$ cat src/sv/assert_macros.svh
// Assertion macros used by the top-level RTL file of the IRQ counter.
`ifndef ASSERT_MACROS_SVH
`define ASSERT_MACROS_SVH

// Check the consequent in the cycle after the antecedent.
`define ASSERT_NEXT(lbl, ante, cons) \
  lbl: assert property (@(posedge clk_i) disable iff (!rst_ni) (ante) |=> (cons)) \
    else $error("next-cycle check failed");

// Check the consequent in the same cycle as the antecedent.
`define ASSERT_SAME(lbl, ante, cons) \
  lbl: assert property (@(posedge clk_i) disable iff (!rst_ni) (ante) |-> (cons)) \
    else $error("same-cycle check failed");

`endif

$ cat src/sv/pmic_pkg.sv
// Types and constants of the prescaled multi-source IRQ counter.
package pmic_pkg;

  typedef enum logic [1:0] {
    EVT_CPU_CYCLE = 2'd0,
    EVT_PPU_CYCLE = 2'd1,
    EVT_CPU_WRITE = 2'd2,
    EVT_PPU_READ  = 2'd3
  } evt_e;

  typedef enum logic [2:0] {
    REG_MODE      = 3'd1,
    REG_DISABLE   = 3'd2,
    REG_ENABLE    = 3'd3,
    REG_PRE_LOAD  = 3'd4,
    REG_MAIN_LOAD = 3'd5,
    REG_KEY       = 3'd6
  } reg_e;

  localparam logic [1:0] DIR_DOWN = 2'b10;
  localparam logic [1:0] DIR_UP   = 2'b01;

  localparam logic [3:0] CTRL_BLOCK  = 4'hC;
  localparam logic [7:0] EDGE_NARROW = 8'h07;
  localparam logic [7:0] EDGE_WIDE   = 8'hFF;

  localparam int unsigned DATA_W   = 8;
  localparam int unsigned ADDR_W   = 16;
  localparam int unsigned S_TDATA_W = 24;
  localparam int unsigned M_TDATA_W = 24;

  typedef struct packed {
    logic              enabled;
    logic [7:0]        mode;
    logic [DATA_W-1:0] prescaler;
    logic [DATA_W-1:0] main_cnt;
    logic [DATA_W-1:0] key;
    logic              last_a12;
    logic              irq;
  } state_t;

endpackage

$ cat src/sv/prescaled_multisource_irq_counter.sv
// Top level of the prescaled multi-source IRQ counter.
// One bus event request is taken every clock when not stalled; its result (IRQ
// line, prescaler, main counter after the event) appears on the master side in
// the next cycle from a result register. The counter state register feeds back
// through a single pass of step logic, so back-to-back events need no gaps;
// the slave stalls only while a finished result is held by master backpressure.
`include "assert_macros.svh"

module prescaled_multisource_irq_counter import pmic_pkg::*; (
  input  logic                 clk_i,
  input  logic                 rst_ni,
  input  logic                 s_axis_tvalid,
  output logic                 s_axis_tready,
  input  logic [S_TDATA_W-1:0] s_axis_tdata,  // address[15:0], data[23:16]
  input  logic [1:0]           s_axis_tuser,  // event kind[1:0]
  output logic                 m_axis_tvalid,
  input  logic                 m_axis_tready,
  output logic [M_TDATA_W-1:0] m_axis_tdata   // irq_pending[0], count_low[8:1],
                                              // count_high[16:9], zero[23:17]
);

  state_t            state_q;
  state_t            state_d;
  logic              s_fire;
  logic              out_valid_q;
  logic              out_valid_d;
  logic [16:0]       out_data_q;
  logic [16:0]       out_data_d;
  evt_e              kind;

  assign kind          = evt_e'(s_axis_tuser);
  assign s_axis_tready = !out_valid_q || m_axis_tready;
  assign s_fire        = s_axis_tvalid && s_axis_tready;

  pmic_step u_step (
    .state_i   (state_q),
    .kind_i    (kind),
    .address_i (s_axis_tdata[ADDR_W-1:0]),
    .data_i    (s_axis_tdata[ADDR_W+DATA_W-1:ADDR_W]),
    .state_o   (state_d)
  );

  always_comb begin
    out_valid_d = out_valid_q;
    out_data_d  = out_data_q;
    if (s_fire) begin
      out_valid_d = 1'b1;
      out_data_d  = {state_d.main_cnt, state_d.prescaler, state_d.irq};
    end else if (m_axis_tready) begin
      out_valid_d = 1'b0;
    end
  end

  always_ff @(posedge clk_i or negedge rst_ni) begin
    if (!rst_ni) begin
      state_q     <= '0;
      out_valid_q <= 1'b0;
    end else begin
      out_valid_q <= out_valid_d;
      if (s_fire) begin
        state_q <= state_d;
      end
    end
  end

  always_ff @(posedge clk_i) begin
    out_data_q <= out_data_d;
  end

  assign m_axis_tvalid = out_valid_q;
  assign m_axis_tdata  = {{(M_TDATA_W-17){1'b0}}, out_data_q};

  `ASSERT_NEXT(a_fire_gives_result, s_fire, m_axis_tvalid)
  `ASSERT_NEXT(a_idle_holds_state, !s_fire, $stable(state_q))
  `ASSERT_NEXT(a_disabled_no_count,
               s_fire && !state_q.enabled && kind != EVT_CPU_WRITE,
               $stable(state_q.prescaler) && $stable(state_q.main_cnt))
  `ASSERT_SAME(a_result_matches_state, m_axis_tvalid,
               out_data_q == {state_q.main_cnt, state_q.prescaler, state_q.irq})

endmodule

$ cat src/sv/pmic_step.sv
// Next-state logic of the IRQ counter for one bus event.
module pmic_step import pmic_pkg::*; (
  input  state_t            state_i,
  input  evt_e              kind_i,
  input  logic [ADDR_W-1:0] address_i,
  input  logic [DATA_W-1:0] data_i,
  output state_t            state_o
);

  logic              selected;
  logic              a12;
  logic              tick;
  logic [DATA_W-1:0] edge_mask;
  logic [DATA_W-1:0] pre_dn;
  logic [DATA_W-1:0] pre_up;
  logic [DATA_W-1:0] main_dn;
  logic [DATA_W-1:0] main_up;
  state_t            clk_st;
  state_t            nxt;

  assign selected  = state_i.enabled && (state_i.mode[1:0] == kind_i);
  assign a12       = address_i[12];
  assign edge_mask = state_i.mode[2] ? EDGE_NARROW : EDGE_WIDE;
  assign pre_dn    = state_i.prescaler - 8'd1;
  assign pre_up    = state_i.prescaler + 8'd1;
  assign main_dn   = state_i.main_cnt - 8'd1;
  assign main_up   = state_i.main_cnt + 8'd1;

  always_comb begin
    if (kind_i == EVT_PPU_CYCLE) begin
      tick = selected && !state_i.last_a12 && a12;
    end else begin
      tick = selected;
    end
  end

  // Track A12; on a tick step the prescaler, and at its edge the main counter.
  always_comb begin
    clk_st = state_i;
    if (kind_i == EVT_PPU_CYCLE && selected) begin
      clk_st.last_a12 = a12;
    end
    if (tick) begin
      case (state_i.mode[7:6])
        DIR_DOWN: begin
          clk_st.prescaler = pre_dn;
          if ((pre_dn & edge_mask) == edge_mask) begin
            clk_st.main_cnt = main_dn;
            if (main_dn == 8'hFF) begin
              clk_st.irq = 1'b1;
            end
          end
        end
        DIR_UP: begin
          clk_st.prescaler = pre_up;
          if ((pre_up & edge_mask) == 8'd0) begin
            clk_st.main_cnt = main_up;
            if (main_up == 8'd0) begin
              clk_st.irq = 1'b1;
            end
          end
        end
        default: begin
        end
      endcase
    end
  end

  // Apply the register write after the count.
  always_comb begin
    nxt = clk_st;
    if (kind_i == EVT_CPU_WRITE && address_i[15:12] == CTRL_BLOCK) begin
      unique case (reg_e'(address_i[2:0]))
        REG_MODE:      nxt.mode = data_i;
        REG_DISABLE: begin
          nxt.enabled = 1'b0;
          nxt.irq     = 1'b0;
        end
        REG_ENABLE:    nxt.enabled   = 1'b1;
        REG_PRE_LOAD:  nxt.prescaler = data_i ^ state_i.key;
        REG_MAIN_LOAD: nxt.main_cnt  = data_i ^ state_i.key;
        REG_KEY:       nxt.key       = data_i;
        default: begin
        end
      endcase
    end
  end

  assign state_o = nxt;

endmodule
$ cat config.mk
export PLATFORM = sky130hd
export DESIGN_NAME = prescaled_multisource_irq_counter
export DESIGN_NICKNAME = d
export VERILOG_FILES = /design/src/sv/pmic_pkg.sv /design/src/sv/prescaled_multisource_irq_counter.sv /design/src/sv/pmic_step.sv
export VERILOG_INCLUDE_DIRS = /design/src /design/src/sv
export SDC_FILE = /design/constraint.sdc
export NUM_CORES = 1
export LEC_CHECK = 0
export BUFFER_PORTS_ARGS = -buffer_cell sky130_fd_sc_hd__buf_2
export CAP_MARGIN = 30
export CELL_PAD_IN_SITES_DETAIL_PLACEMENT = 1
export CELL_PAD_IN_SITES_GLOBAL_PLACEMENT = 2
export CORE_MARGIN = 10
export CORE_UTILIZATION = 32
export CTS_CLUSTER_SIZE = 25
export DETAILED_ROUTE_END_ITERATION = 7
export GPL_ROUTABILITY_DRIVEN = 1
export PLACE_DENSITY = 0.88
export SYNTH_ARGS = -nofsm -noshare
export SYNTH_HDL_FRONTEND = slang
export SYNTH_SLANG_ARGS = --single-unit
$ cat constraint.sdc
create_clock -name clk_i -period 2.8 [get_ports clk_i]
set_clock_uncertainty 0.2 [all_clocks]
set_input_delay 0.42 -clock clk_i [delete_from_list [all_inputs] [get_ports clk_i]]
set_output_delay 0.42 -clock clk_i [all_outputs]
set_load 0.05 [all_outputs]
==> results.cfg <==
[cells_and_area]
drive_above_1_share_pct = 36.9
fillCellCount = 1243
syn2layout_area_growth_pct = 28.9
final_nets = 499
final_common_cell = buf_4
antenna_cells = 0
final_cells = 599
final_cell_mix = buf_4, buf_2, nand2_1

[outcome]
violations = hold timing, setup timing
status = complete, but fails checks

[critical_path]
critical_path_class = register to register
crit_buf_inv = 3
worstReg2RegStart = state_q[19]
cpMostUsedCell = buf_6
cp_max_fo = 6
crit_required_ns = 2.65
cp_top_family = simple AND/OR/NAND/NOR gates
r2r_end = out_data_q[12]
slowest_delay_ns = 0.44
start_kind = register
slowest_stage = or3_4
r2r_cells = 11
reg2reg_slack_ns = -0.21
path_cells = or3_4 -> o31a_1 -> o221ai_2 -> o31ai_4 -> buf_6 -> buf_6 -> buf_6 -> nand3_2 -> o22ai_2 -> or3b_4 -> a21boi_2
critPathArrivalTime_ns = 2.85
end_kind = register

[clock_tree]
cts_made_buffers = 5
ctsHoldBuffers = 0
htreeDepth = 2
clock-root-buffer = clkbuf_8
cts_tree = built
path_clk_slew_ns = 0.10
tritoncts_num_sinks = 50
clk-insertion-delay-late_ns = 0.32
clockBufferDepth = 2

[timing]
timing.setup.tns_ns = -1.25
fmax_mhz = 333
hold_viol_final = 33
fin_crit_sh_pct = 107
fin_crit_ns = 3.01
final_max_slew_viol_count = 0
fin_ws_ns = -0.207
worst_slew_pin_slew_ns = 0.792
fin_hold_ws_ns = -0.0346
rsz0062_at_grt = true
relSlewSlack_pct = 47.2
setup_viol = 14

[power]
total_leakage_power_nw = 1.92
power_density_nw_per_um2 = 599
vdd_drop_max_mv = 0.276

[route]
ant_nets = 0
via_count = 3285
vias_per_cell = 5.48
wl_per_cell_microns = 19.4
routed_wl_mm = 11.6
drtIter0Drc = 149
first_pass_iters = 4
drc_errors = 0

[global_routing]
globalRouteOverflowTotal = 0
grt_usage_pct = 15.2
grt_start_max_net_pins = 37
antenna_found_initial = 0
grt_pass1_vias = 3479
grt_pass1_wl_mm = 18.6

[place]
preCtsSetupSlack_ns = -0.373
dp_cells = 582
routabilityCongestion = 0.928
io_buffers = 39
dpl.hpwl_mm = 8.68

[floorplanning]
pin_count = 56
rows = 37
die_area_sq_um = 15400
core_area_sq_um = 10400
start_util_pct = 33.2
die_height_microns = 124
die_w_microns = 124

[synthesis]
ys_seq_elements = 50
syn_area_sq_um = 3460
yosys.area.top_type_share_pct = 23.9
synth-edff-count = 17
yosys_most_used_dff = dfrtp_1
ys_types = 66
synthTopCellsByArea = dfrtp_1, edfxtp_1, mux2_2
avgSynthCellArea_sq_um = 9.13
synthArstFlopShare_pct = 66.0
syn_inst = 379
yosys_warnings = 0
yosys.area.top_type = dfrtp_1
ys_seq_area_share_pct = 38.6

[worst_hold_path]
hold_path.class = input pin to async pin

[run]
cap_viol_max_count = 0
==> state kept, by name, summed over array words and instances (netlist names) <==
signal and count:
state_q 32, out_data_q 17, m_axis_tvalid 1
==> logic make-up after synthesis <==
logic type | Yosys count | synth area share, %
mux | 27 | 8.53
other cells | 1 | 0.108
buf+inv | 47 | 6.69
compound gates | 95 | 19.2
xor+xnor | 17 | 4.30
fa+ha+maj | 7 | 2.53
simple gates | 135 | 20.1
flops | 50 | 38.6
==> power breakdown <==
part | leakage, nW | switching [mW] | internal, mW
Sequential | 0.600 | 0.114 | 0.847
Clock | 0.0521 | 0.266 | 0.205
Combinational | 1.27 | 0.681 | 0.561
==> worst max path at each step <==
| stage | start | end | slack [ns] | cells past startpoint |
|---|---|---|---|---|
| detailed placement | state_q[18] | state_q[16] | -0.37 | 11 |
| CTS | state_q[19] | out_data_q[12] | -0.17 | 8 |
| floorplan | state_q[18] | out_data_q[12] | 0.03 | 11 |
| global route | state_q[19] | out_data_q[12] | -0.33 | 11 |
| finish | state_q[19] | out_data_q[12] | -0.21 | 11 |
| global placement | state_q[19] | out_data_q[15] | -0.19 | 9 |
==> area by class of cell <==
cell class	count	area [sq um]	area share [%]
clock inverter	2	15.0	0.336
inverter	15	56.3	1.26
clock buffer	6	82.6	1.85
multi-input combinational	288	2110	47.2
timing repair buffer	102	698	15.6
sequential	50	1340	29.9
tap	136	170	3.81
==> metrics by stage <==
step	power, mW	instance area (sq um)	utilization [%]
floorplan	1.63	3500	-
detailed placement	1.98	4090	39.2
global placement	1.94	4090	39.2
global route	2.82	4460	42.9
finish	2.67	4460	42.9
CTS	2.55	4320	41.5
==> synth_stat cells, drive strengths merged, types with 2 or more instances <==
cell	n
a31o	3
edfxtp	17
o31a	2
nand2	38
nor2b	2
a221oi	4
xnor2	12
mux2	20
and3	7
o22ai	3
ha	7
nand4	5
o221ai	2
nand4b	2
nor2	22
o21ai	19
and2	4
dfrtp	33
clkbuf	16
a21oi	23
o32a	2
nor4b	2
nor4	2
a311oi	2
buf	16
a21boi	3
inv	14
a211oi	3
a2bb2oi	2
o211ai	5
o41ai	2
mux2i	7
o31ai	5
nand3	16
a31oi	5
nor3	16
xor2	5
nand2b	9
or3	5
==> layer usage <==
| metal | global-route usage, % | part of all wire, % | vias up |
|---|---|---|---|
| li1 | - | - | 1535 |
| met1 | 18.7 | 43 | 1663 |
| met2 | 27.0 | 51 | 69 |
| met3 | 1.76 | 3.4 | 18 |
| met4 | 5.11 | 2.3 | 0 |
| met5 | 0 | 0 | - |
==> repair_timing <==
item,in CTS,in global routing
buffers inserted,5,4
pin swaps,16,11
gates resized for setup,28,25
endpoints found under the setup margin,15,17
Power figures use the tool's default switching activity.
